**config.mk**
```make
export PLATFORM = sky130hd
export DESIGN_NAME = interlace_comb_detector
export DESIGN_NICKNAME = d
export VERILOG_FILES = /design/src/hw/rtl/icd_pkg.sv /design/src/hw/rtl/interlace_comb_detector.sv /design/src/hw/rtl/icd_delta.sv /design/src/hw/rtl/icd_eval.sv /design/src/hw/rtl/icd_decide.sv
export SDC_FILE = /design/constraint.sdc
export NUM_CORES = 1
export LEC_CHECK = 0
export CAP_MARGIN = 40
export CORE_MARGIN = 4
export CORE_UTILIZATION = 67
export CTS_CLUSTER_SIZE = 24
export DETAILED_ROUTE_END_ITERATION = 12
export DONT_BUFFER_PORTS = 1
export GPL_ROUTABILITY_DRIVEN = 0
export PLACE_DENSITY = 0.83
export SYNTH_ARGS = -nofsm -noshare
export SYNTH_HDL_FRONTEND = slang
export SYNTH_SLANG_ARGS = --single-unit
```
**constraint.sdc**
```tcl
create_clock -name clk_i -period 14.05 [get_ports clk_i]
set_input_delay 2.81 -clock clk_i [delete_from_list [all_inputs] [get_ports clk_i]]
set_output_delay 2.81 -clock clk_i [all_outputs]
set_load 0.05 [all_outputs]
```
**src/hw/rtl/icd_pkg.sv**
```systemverilog
// Package for the interlace comb detector: widths, register indexes,
// configuration and pipeline stage types, a shared helper function.
// No dependencies.
package icd_pkg;

  // Pixel width (8..16).
  localparam int unsigned PIXEL_BITS = 8;
  localparam int unsigned NUM_PIX = 11;

  // Stream widths.
  localparam int unsigned IN_DATA_W = ((NUM_PIX * PIXEL_BITS + 7) / 8) * 8;
  localparam int unsigned OUT_DATA_W = 8;

  // Internal widths.
  localparam int unsigned DIF_W = PIXEL_BITS + 1;       // signed pixel difference
  localparam int unsigned CMP_W = PIXEL_BITS + 2;       // signed compare width
  localparam int unsigned SUMA_W = PIXEL_BITS + 3;      // u2 + d2 + 4c
  localparam int unsigned SUMB_W = PIXEL_BITS + 1;      // u1 + d1
  localparam int unsigned SCORE_W = PIXEL_BITS + 4;     // signed bob+blur score
  localparam int unsigned MAG_W = PIXEL_BITS + 3;       // score magnitude
  localparam int unsigned PROD_W = 2 * PIXEL_BITS + 2;  // signed product

  // Configuration port.
  localparam int unsigned CFG_IDX_W = 3;
  localparam int unsigned CFG_DATA_W = 16;

  localparam logic [CFG_IDX_W-1:0] REG_METRIC_SELECT = 3'd0;
  localparam logic [CFG_IDX_W-1:0] REG_MOTION_LIMIT = 3'd1;
  localparam logic [CFG_IDX_W-1:0] REG_SPATIAL_LIMIT = 3'd2;
  localparam logic [CFG_IDX_W-1:0] REG_SPATIAL_LIMIT_SQ = 3'd3;
  localparam logic [CFG_IDX_W-1:0] REG_SPATIAL_LIMIT_SIX = 3'd4;
  localparam logic [CFG_IDX_W-1:0] REG_FORCE_CHECK = 3'd5;
  localparam logic [CFG_IDX_W-1:0] REG_NEAR_LIMIT = 3'd6;
  localparam logic [CFG_IDX_W-1:0] REG_FAR_LIMIT = 3'd7;

  typedef enum logic [1:0] {
    METRIC_MINMAX  = 2'd0,
    METRIC_PRODUCT = 2'd1,
    METRIC_SCORE   = 2'd2
  } metric_e;

  typedef struct packed {
    logic [1:0]  metric_select;
    logic [7:0]  motion_limit;
    logic [7:0]  spatial_limit;
    logic [15:0] spatial_limit_sq;
    logic [10:0] spatial_limit_six;
    logic        force_check;
    logic [7:0]  near_limit;
    logic [7:0]  far_limit;
  } cfg_t;

  typedef logic [PIXEL_BITS-1:0] pix_t;

  typedef struct packed {
    logic row_in_range;
    pix_t cur_up_two;
    pix_t cur_up_one;
    pix_t cur_center;
    pix_t cur_down_one;
    pix_t cur_down_two;
    pix_t prev_up_one;
    pix_t prev_center;
    pix_t prev_down_one;
    pix_t next_up_one;
    pix_t next_center;
    pix_t next_down_one;
  } pix_in_t;

  // Stage 1 result: differences and partial sums.
  typedef struct packed {
    logic                     row_in_range;
    logic signed [DIF_W-1:0]  dif_up;      // u1 - c
    logic signed [DIF_W-1:0]  dif_dn;      // d1 - c
    pix_t                     ad_fwd_c;    // |pc - c|
    pix_t                     ad_fwd_u;    // |u1 - nu|
    pix_t                     ad_fwd_d;    // |d1 - nd|
    pix_t                     ad_bwd_c;    // |nc - c|
    pix_t                     ad_bwd_u;    // |pu - u1|
    pix_t                     ad_bwd_d;    // |pd - d1|
    pix_t                     ad_near;     // |c - d2|
    pix_t                     ad_far;      // |c - d1|
    logic [SUMA_W-1:0]        sum_a;
    logic [SUMB_W-1:0]        sum_b;
  } s1_t;

  // Stage 2 result: gate/motion decision and raw metrics.
  typedef struct packed {
    logic                       armed;
    logic                       mark_minmax;
    logic signed [PROD_W-1:0]   prod;
    logic signed [SCORE_W-1:0]  score;
  } s2_t;

  function automatic pix_t abs_diff(input pix_t a, input pix_t b);
    return (a > b) ? pix_t'(a - b) : pix_t'(b - a);
  endfunction

endpackage

```
**src/hw/rtl/interlace_comb_detector.sv**
```systemverilog
// Interlace comb detector, top level: config registers and a 3-stage pipeline.
// Each input is registered in stages 1, 2, 3; 1 pixel/clock unless the output stalls.
// Each stage holds one item; a stage loads when it is empty or its result moves on,
// so the input keeps taking transfers while a result waits as long as a bubble exists.
// Reset (rst_ni, async, active low) empties the pipeline and loads register defaults.
// Depends on icd_pkg, icd_delta, icd_eval, icd_decide.
module interlace_comb_detector (
  input  logic                              clk_i,
  input  logic                              rst_ni,
  // Input pixel stream
  input  logic                              s_axis_tvalid_i,
  output logic                              s_axis_tready_o,
  // tdata, low bit up: cur_up_two, cur_up_one, cur_center, cur_down_one,
  // cur_down_two, prev_up_one, prev_center, prev_down_one, next_up_one,
  // next_center, next_down_one
  input  logic [icd_pkg::IN_DATA_W-1:0]     s_axis_tdata_i,
  input  logic                              s_axis_tuser_i,   // row_in_range
  // Result stream
  output logic                              m_axis_tvalid_o,
  input  logic                              m_axis_tready_i,
  output logic [icd_pkg::OUT_DATA_W-1:0]    m_axis_tdata_o,   // combed, zero padded
  // Register write channel
  input  logic                              cfg_valid_i,
  output logic                              cfg_ready_o,
  input  logic [icd_pkg::CFG_IDX_W-1:0]     cfg_index_i,
  input  logic [icd_pkg::CFG_DATA_W-1:0]    cfg_data_i
);
  import icd_pkg::*;

  cfg_t    cfg_q;
  pix_in_t pix;

  logic s1_valid, s1_ready, s2_valid, s2_ready;
  s1_t  s1_data;
  s2_t  s2_data;
  logic combed;

  // Registers are always writable; writes must only happen while idle, which the block does not enforce.
  assign cfg_ready_o = 1'b1;

  always_ff @(posedge clk_i or negedge rst_ni) begin
    if (!rst_ni) begin
      cfg_q.metric_select     <= METRIC_SCORE;
      cfg_q.motion_limit      <= 8'd3;
      cfg_q.spatial_limit     <= 8'd3;
      cfg_q.spatial_limit_sq  <= 16'd9;
      cfg_q.spatial_limit_six <= 11'd18;
      cfg_q.force_check       <= 1'b0;
      cfg_q.near_limit        <= 8'd10;
      cfg_q.far_limit         <= 8'd15;
    end else if (cfg_valid_i && cfg_ready_o) begin
      case (cfg_index_i)
        REG_METRIC_SELECT:     cfg_q.metric_select     <= cfg_data_i[1:0];
        REG_MOTION_LIMIT:      cfg_q.motion_limit      <= cfg_data_i[7:0];
        REG_SPATIAL_LIMIT:     cfg_q.spatial_limit     <= cfg_data_i[7:0];
        REG_SPATIAL_LIMIT_SQ:  cfg_q.spatial_limit_sq  <= cfg_data_i[15:0];
        REG_SPATIAL_LIMIT_SIX: cfg_q.spatial_limit_six <= cfg_data_i[10:0];
        REG_FORCE_CHECK:       cfg_q.force_check       <= cfg_data_i[0];
        REG_NEAR_LIMIT:        cfg_q.near_limit        <= cfg_data_i[7:0];
        REG_FAR_LIMIT:         cfg_q.far_limit         <= cfg_data_i[7:0];
        default: ;
      endcase
    end
  end

  // Unpack tdata, first field in the lowest bits.
  always_comb begin
    pix.row_in_range  = s_axis_tuser_i;
    pix.cur_up_two    = s_axis_tdata_i[0*PIXEL_BITS +: PIXEL_BITS];
    pix.cur_up_one    = s_axis_tdata_i[1*PIXEL_BITS +: PIXEL_BITS];
    pix.cur_center    = s_axis_tdata_i[2*PIXEL_BITS +: PIXEL_BITS];
    pix.cur_down_one  = s_axis_tdata_i[3*PIXEL_BITS +: PIXEL_BITS];
    pix.cur_down_two  = s_axis_tdata_i[4*PIXEL_BITS +: PIXEL_BITS];
    pix.prev_up_one   = s_axis_tdata_i[5*PIXEL_BITS +: PIXEL_BITS];
    pix.prev_center   = s_axis_tdata_i[6*PIXEL_BITS +: PIXEL_BITS];
    pix.prev_down_one = s_axis_tdata_i[7*PIXEL_BITS +: PIXEL_BITS];
    pix.next_up_one   = s_axis_tdata_i[8*PIXEL_BITS +: PIXEL_BITS];
    pix.next_center   = s_axis_tdata_i[9*PIXEL_BITS +: PIXEL_BITS];
    pix.next_down_one = s_axis_tdata_i[10*PIXEL_BITS +: PIXEL_BITS];
  end

  // Stage 1: differences, absolute differences, partial sums
  icd_delta u_delta (
    .clk_i   (clk_i),
    .rst_ni  (rst_ni),
    .valid_i (s_axis_tvalid_i),
    .ready_o (s_axis_tready_o),
    .pix_i   (pix),
    .valid_o (s1_valid),
    .ready_i (s1_ready),
    .data_o  (s1_data)
  );

  // Stage 2: gate, motion test, product multiply, score add
  icd_eval u_eval (
    .clk_i   (clk_i),
    .rst_ni  (rst_ni),
    .cfg_i   (cfg_q),
    .valid_i (s1_valid),
    .ready_o (s1_ready),
    .data_i  (s1_data),
    .valid_o (s2_valid),
    .ready_i (s2_ready),
    .data_o  (s2_data)
  );

  // Stage 3: thresholds, metric select, output register
  icd_decide u_decide (
    .clk_i    (clk_i),
    .rst_ni   (rst_ni),
    .cfg_i    (cfg_q),
    .valid_i  (s2_valid),
    .ready_o  (s2_ready),
    .data_i   (s2_data),
    .valid_o  (m_axis_tvalid_o),
    .ready_i  (m_axis_tready_i),
    .combed_o (combed)
  );

  assign m_axis_tdata_o = OUT_DATA_W'(combed);

endmodule

```
**src/hw/rtl/icd_delta.sv**
```systemverilog
// Stage 1 of the comb detector: pixel differences and partial sums.
// Depends on icd_pkg.
module icd_delta (
  input  logic            clk_i,
  input  logic            rst_ni,
  input  logic            valid_i,
  output logic            ready_o,
  input  icd_pkg::pix_in_t pix_i,
  output logic            valid_o,
  input  logic            ready_i,
  output icd_pkg::s1_t    data_o
);
  import icd_pkg::*;

  logic valid_q;
  s1_t  data_d, data_q;

  assign ready_o = !valid_q || ready_i;

  always_comb begin
    data_d.row_in_range = pix_i.row_in_range;
    data_d.dif_up = $signed({1'b0, pix_i.cur_up_one}) - $signed({1'b0, pix_i.cur_center});
    data_d.dif_dn = $signed({1'b0, pix_i.cur_down_one}) - $signed({1'b0, pix_i.cur_center});
    data_d.ad_fwd_c = abs_diff(pix_i.prev_center, pix_i.cur_center);
    data_d.ad_fwd_u = abs_diff(pix_i.cur_up_one, pix_i.next_up_one);
    data_d.ad_fwd_d = abs_diff(pix_i.cur_down_one, pix_i.next_down_one);
    data_d.ad_bwd_c = abs_diff(pix_i.next_center, pix_i.cur_center);
    data_d.ad_bwd_u = abs_diff(pix_i.prev_up_one, pix_i.cur_up_one);
    data_d.ad_bwd_d = abs_diff(pix_i.prev_down_one, pix_i.cur_down_one);
    data_d.ad_near = abs_diff(pix_i.cur_center, pix_i.cur_down_two);
    data_d.ad_far = abs_diff(pix_i.cur_center, pix_i.cur_down_one);
    data_d.sum_a = SUMA_W'(pix_i.cur_up_two) + SUMA_W'(pix_i.cur_down_two)
                 + {1'b0, pix_i.cur_center, 2'b00};
    data_d.sum_b = SUMB_W'(pix_i.cur_up_one) + SUMB_W'(pix_i.cur_down_one);
  end

  always_ff @(posedge clk_i or negedge rst_ni) begin
    if (!rst_ni) begin
      valid_q <= 1'b0;
    end else if (ready_o) begin
      valid_q <= valid_i;
    end
  end

  always_ff @(posedge clk_i) begin
    if (valid_i && ready_o) begin
      data_q <= data_d;
    end
  end

  assign valid_o = valid_q;
  assign data_o = data_q;

endmodule

```
**src/hw/rtl/icd_eval.sv**
```systemverilog
// Stage 2 of the comb detector: spatial gate, motion test, product and score.
// Depends on icd_pkg.
module icd_eval (
  input  logic          clk_i,
  input  logic          rst_ni,
  input  icd_pkg::cfg_t cfg_i,
  input  logic          valid_i,
  output logic          ready_o,
  input  icd_pkg::s1_t  data_i,
  output logic          valid_o,
  input  logic          ready_i,
  output icd_pkg::s2_t  data_o
);
  import icd_pkg::*;

  logic valid_q;
  s2_t  data_d, data_q;

  logic signed [CMP_W-1:0] at_pos, at_neg, up_ext, dn_ext;
  pix_t                    mt, near_ext, far_ext;
  logic                    gate, fwd, bwd, motion;
  logic [SUMA_W-1:0]       sum_b3;

  assign ready_o = !valid_q || ready_i;

  always_comb begin
    at_pos = $signed(CMP_W'(cfg_i.spatial_limit));
    at_neg = -at_pos;
    up_ext = CMP_W'(data_i.dif_up);
    dn_ext = CMP_W'(data_i.dif_dn);
    // c - u1 > at is u1 - c < -at, and likewise below
    gate = (up_ext < at_neg && dn_ext < at_neg) || (up_ext > at_pos && dn_ext > at_pos);

    mt = pix_t'(cfg_i.motion_limit);
    fwd = data_i.ad_fwd_c > mt && data_i.ad_fwd_u > mt && data_i.ad_fwd_d > mt;
    bwd = data_i.ad_bwd_c > mt && data_i.ad_bwd_u > mt && data_i.ad_bwd_d > mt;
    motion = (cfg_i.motion_limit == 8'd0) || fwd || bwd;

    near_ext = pix_t'(cfg_i.near_limit);
    far_ext = pix_t'(cfg_i.far_limit);

    sum_b3 = {1'b0, data_i.sum_b, 1'b0} + SUMA_W'(data_i.sum_b);

    data_d.armed = data_i.row_in_range && gate && (motion || cfg_i.force_check);
    data_d.mark_minmax = data_i.ad_near < near_ext && data_i.ad_far > far_ext;
    data_d.prod = data_i.dif_up * data_i.dif_dn;
    data_d.score = $signed({1'b0, data_i.sum_a}) - $signed({1'b0, sum_b3});
  end

  always_ff @(posedge clk_i or negedge rst_ni) begin
    if (!rst_ni) begin
      valid_q <= 1'b0;
    end else if (ready_o) begin
      valid_q <= valid_i;
    end
  end

  always_ff @(posedge clk_i) begin
    if (valid_i && ready_o) begin
      data_q <= data_d;
    end
  end

  assign valid_o = valid_q;
  assign data_o = data_q;

endmodule

```
**src/hw/rtl/icd_decide.sv**
```systemverilog
// Stage 3 of the comb detector: metric thresholds, selection, output register.
// Depends on icd_pkg.
module icd_decide (
  input  logic          clk_i,
  input  logic          rst_ni,
  input  icd_pkg::cfg_t cfg_i,
  input  logic          valid_i,
  output logic          ready_o,
  input  icd_pkg::s2_t  data_i,
  output logic          valid_o,
  input  logic          ready_i,
  output logic          combed_o
);
  import icd_pkg::*;

  logic valid_q;
  logic combed_d, combed_q;

  logic signed [SCORE_W-1:0] score_abs;
  logic [MAG_W-1:0]          mag;
  logic                      prod_hit, score_hit;

  assign ready_o = !valid_q || ready_i;

  always_comb begin
    score_abs = (data_i.score < 0) ? -data_i.score : data_i.score;
    mag = score_abs[MAG_W-1:0];
    prod_hit = data_i.prod > $signed(PROD_W'(cfg_i.spatial_limit_sq));
    score_hit = mag > MAG_W'(cfg_i.spatial_limit_six);
    case (cfg_i.metric_select)
      METRIC_MINMAX:  combed_d = data_i.armed && data_i.mark_minmax;
      METRIC_PRODUCT: combed_d = data_i.armed && prod_hit;
      METRIC_SCORE:   combed_d = data_i.armed && score_hit;
      default:        combed_d = 1'b0;
    endcase
  end

  always_ff @(posedge clk_i or negedge rst_ni) begin
    if (!rst_ni) begin
      valid_q <= 1'b0;
    end else if (ready_o) begin
      valid_q <= valid_i;
    end
  end

  always_ff @(posedge clk_i) begin
    if (valid_i && ready_o) begin
      combed_q <= combed_d;
    end
  end

  assign valid_o = valid_q;
  assign combed_o = combed_q;

endmodule

```
==> out/results.ini <==
[layout]
antennaDiodeCount=0
drive_above_1_share_pct=5.40
multi_input_area_um2=12900
syn_to_final_growth_pct=4.30
register_area_um2=5700
fin_area_um2=20900
nFillCells=2102
nets=2548

[detailed_routing]
viasPerCell=6.24
first_iter_violations=1331
drt_wl_total_mm=47.9
drc=0
wire_per_inst_um=19.9
dr.pass1.iters=6
routed-via-count=15000
ant_nets=0

[grt]
grt.total_usage_pct=29.1
grt_antenna_before_repair=1
grt_max_degree=66
grt_pass1_vias=15100
grt_pass1_wl_mm=76.8
overflow=0

[critical_path]
max_stage_delay_ps=480
cp-end-kind=primary output
path_max_fanout=3
cp_cell_sequence=nor2b_1 -> nand3_1
crit_family=simple AND/OR/NAND/NOR gates
worst_setup_path_start_kind=input port
critical_path_class=in2out
required_ps=11240
critPathBufInv=0
slowest_stage=nand3_1
cp.arrival_ps=3450

[logic_synthesis]
synth-edff-count=135
yosys.area.top_type_share_pct=20.8
synth-async-reset-ratio_pct=32.5
synth_cell_types=73
synth_flop_cell=edfxtp_1
ys.warnings.count=0
ys_top_cells_by_area=ha_1 21%, edfxtp_1 20%, fa_1 9.8%
ys_seq_area_share_pct=28.5
synth_top_area_cell=ha_1
syn_inst=2016
syn_area_um2=20000
synth.most_common_cell=ha_1
synth_common_cells=332 x ha_1, 305 x inv_1, 135 x edfxtp_1
ys_seq_elements=200
synth_area_per_cell_um2=9.92

[clocking]
numCtsBuffers=17
cts_tree=built
numClockSinks=200
clk_pin_slew_ps=70
worstSkewPairLatency_ps=450
cts_setup_buffers=0
ctsRootBufferMaster=clkbuf_16
postCtsHoldBufs=0
clk_path_buf_depth=2
post_cts_resized=0
cts_max_level=4

[timing]
fin_skew_ps=11.8
grt_setup_unrepaired=false
drv_slew=0
finalCriticalPeriod_ps=6260
max-slew-margin-rel_pct=44.1
setup_tns_ps=0
hold_viol_final=0
finalSetupViolCount=0
worstMarginPinSlew_ps=835
fin_crit_sh_pct=44.5
max_freq_mhz=160

[floorplanning]
coreArea_um2=29100
rows=62
die-area_um2=32700
pin_count=124
die_w_um=181
die_h_um=181
initial_utilization_pct=68.7

[power]
power_leakage_nw=9.77
power_density_nw_per_um2=179
ir_drop_uv=215
p_total_w=0.00374

[run]
maxCapViolCount=0

[placed_design]
placed_area_um2=20300
io_buffers=0
dp.final_hpwl_mm=38.0

[outcome]
status=finished, final reports clean

[hold_path]
min_path_type=reg2reg

per-layer routing:
metal	global-route usage [%]	share of wire, %	routed length, µm	vias up
met5	0	0.023	11	-
met4	12.3	4.3	2080	2
met3	6.56	9.6	4600	156
met2	48.2	47	22400	672
met1	37.2	39	18700	7176
li1	-	-	-	6971
cell type report:
| type | instances | share of cell area (%) |
|---|---|---|
| multi-input cells | 1474 | 62.0 |
| repair buffers | 7 | 0.312 |
| clock inverters | 12 | 0.444 |
| well taps | 384 | 2.30 |
| clock buffers | 20 | 2.14 |
| flip-flops and latches | 200 | 27.3 |
| inverters | 305 | 5.49 |
cell usage in the layout (no fill, tap or decap), types with 12 or more instances in the layout:
| cell | Yosys | layout |
|---|---|---|
| nand3_1 | 19 | 19 |
| mux2i_1 | 45 | 45 |
| nor2b_1 | 47 | 47 |
| xnor2_1 | 76 | 76 |
| and2_1 | 41 | 40 |
| o21a_1 | 22 | 22 |
| a21oi_1 | 112 | 112 |
| inv_1 | 305 | 305 |
| o21ai_0 | 96 | 96 |
| mux2_2 | 36 | 36 |
| a211oi_1 | 12 | 12 |
| ha_1 | 332 | 332 |
| nand2b_1 | 27 | 27 |
| nor3_1 | 37 | 36 |
| clkbuf_16 | 0 | 17 |
| xor2_1 | 35 | 35 |
| dfstp_2 | 15 | 15 |
| nor2_1 | 68 | 68 |
| nand4_1 | 32 | 32 |
| dfrtp_1 | 50 | 50 |
| edfxtp_1 | 135 | 135 |
| o211ai_1 | 17 | 17 |
| a31oi_1 | 20 | 20 |
| a21o_1 | 52 | 52 |
| nand2_1 | 112 | 112 |
| o21ai_1 | 15 | 15 |
| fa_1 | 98 | 98 |
cell families after synthesis:
family	synth area share (%)
fa+ha+maj	30.6
simple gates	11.1
compound gates	13.6
buf+inv	7.00
flops	28.5
xor+xnor	4.86
mux	4.28
other cells	0.0376
flip-flops by register name, indices dropped and copies added, names as in the netlist:
register           cells
cfg_q                 62
u_decide.combed_o      1
u_decide.valid_o       1
u_delta.data_o       102
u_delta.valid_o        1
u_eval.data_o         32
u_eval.valid_o         1
where the power goes:
group          internal (W)  total [W]  switching [W]
combinational       0.00104    0.00229        0.00125
clock              0.000235   0.000464       0.000229
sequential         0.000884   0.000981      0.0000977
total               0.00216    0.00374        0.00158
final timing paths:
check	endpoint	startpoint	cells after the start	slack, ps
max	s_axis_tready_o	m_axis_tready_i	2	7790
min	cfg_q[12]$_DFFE_PN0P_	cfg_q[12]$_DFFE_PN0P_	1	510
max reg2reg	u_eval.data_o[29]$_DFFE_PP_	u_delta.data_o[86]$_DFFE_PP_	15	8820
min reg2reg	cfg_q[12]$_DFFE_PN0P_	cfg_q[12]$_DFFE_PN0P_	1	510
max in group asynchronous	cfg_q[3]$_DFFE_PN1P_	rst_ni	0	11780
min in group asynchronous	cfg_q[24]$_DFFE_PN0P_	rst_ni	0	2050
per-stage QoR:
stage          util, %  setup WS, ps  hold slack, ps  instances
2_1_floorplan        -          7870             449       2022
3_3_place_gp      69.7          7840             476       2368
3_5_place_dp      69.8          7800             483       2370
4_1_cts           71.7          7790             510       2402
5_1_grt           71.7          7740             519       2402
6_report          71.7          7790             511       2402
No activity file was read; power rests on OpenSTA's default activity.
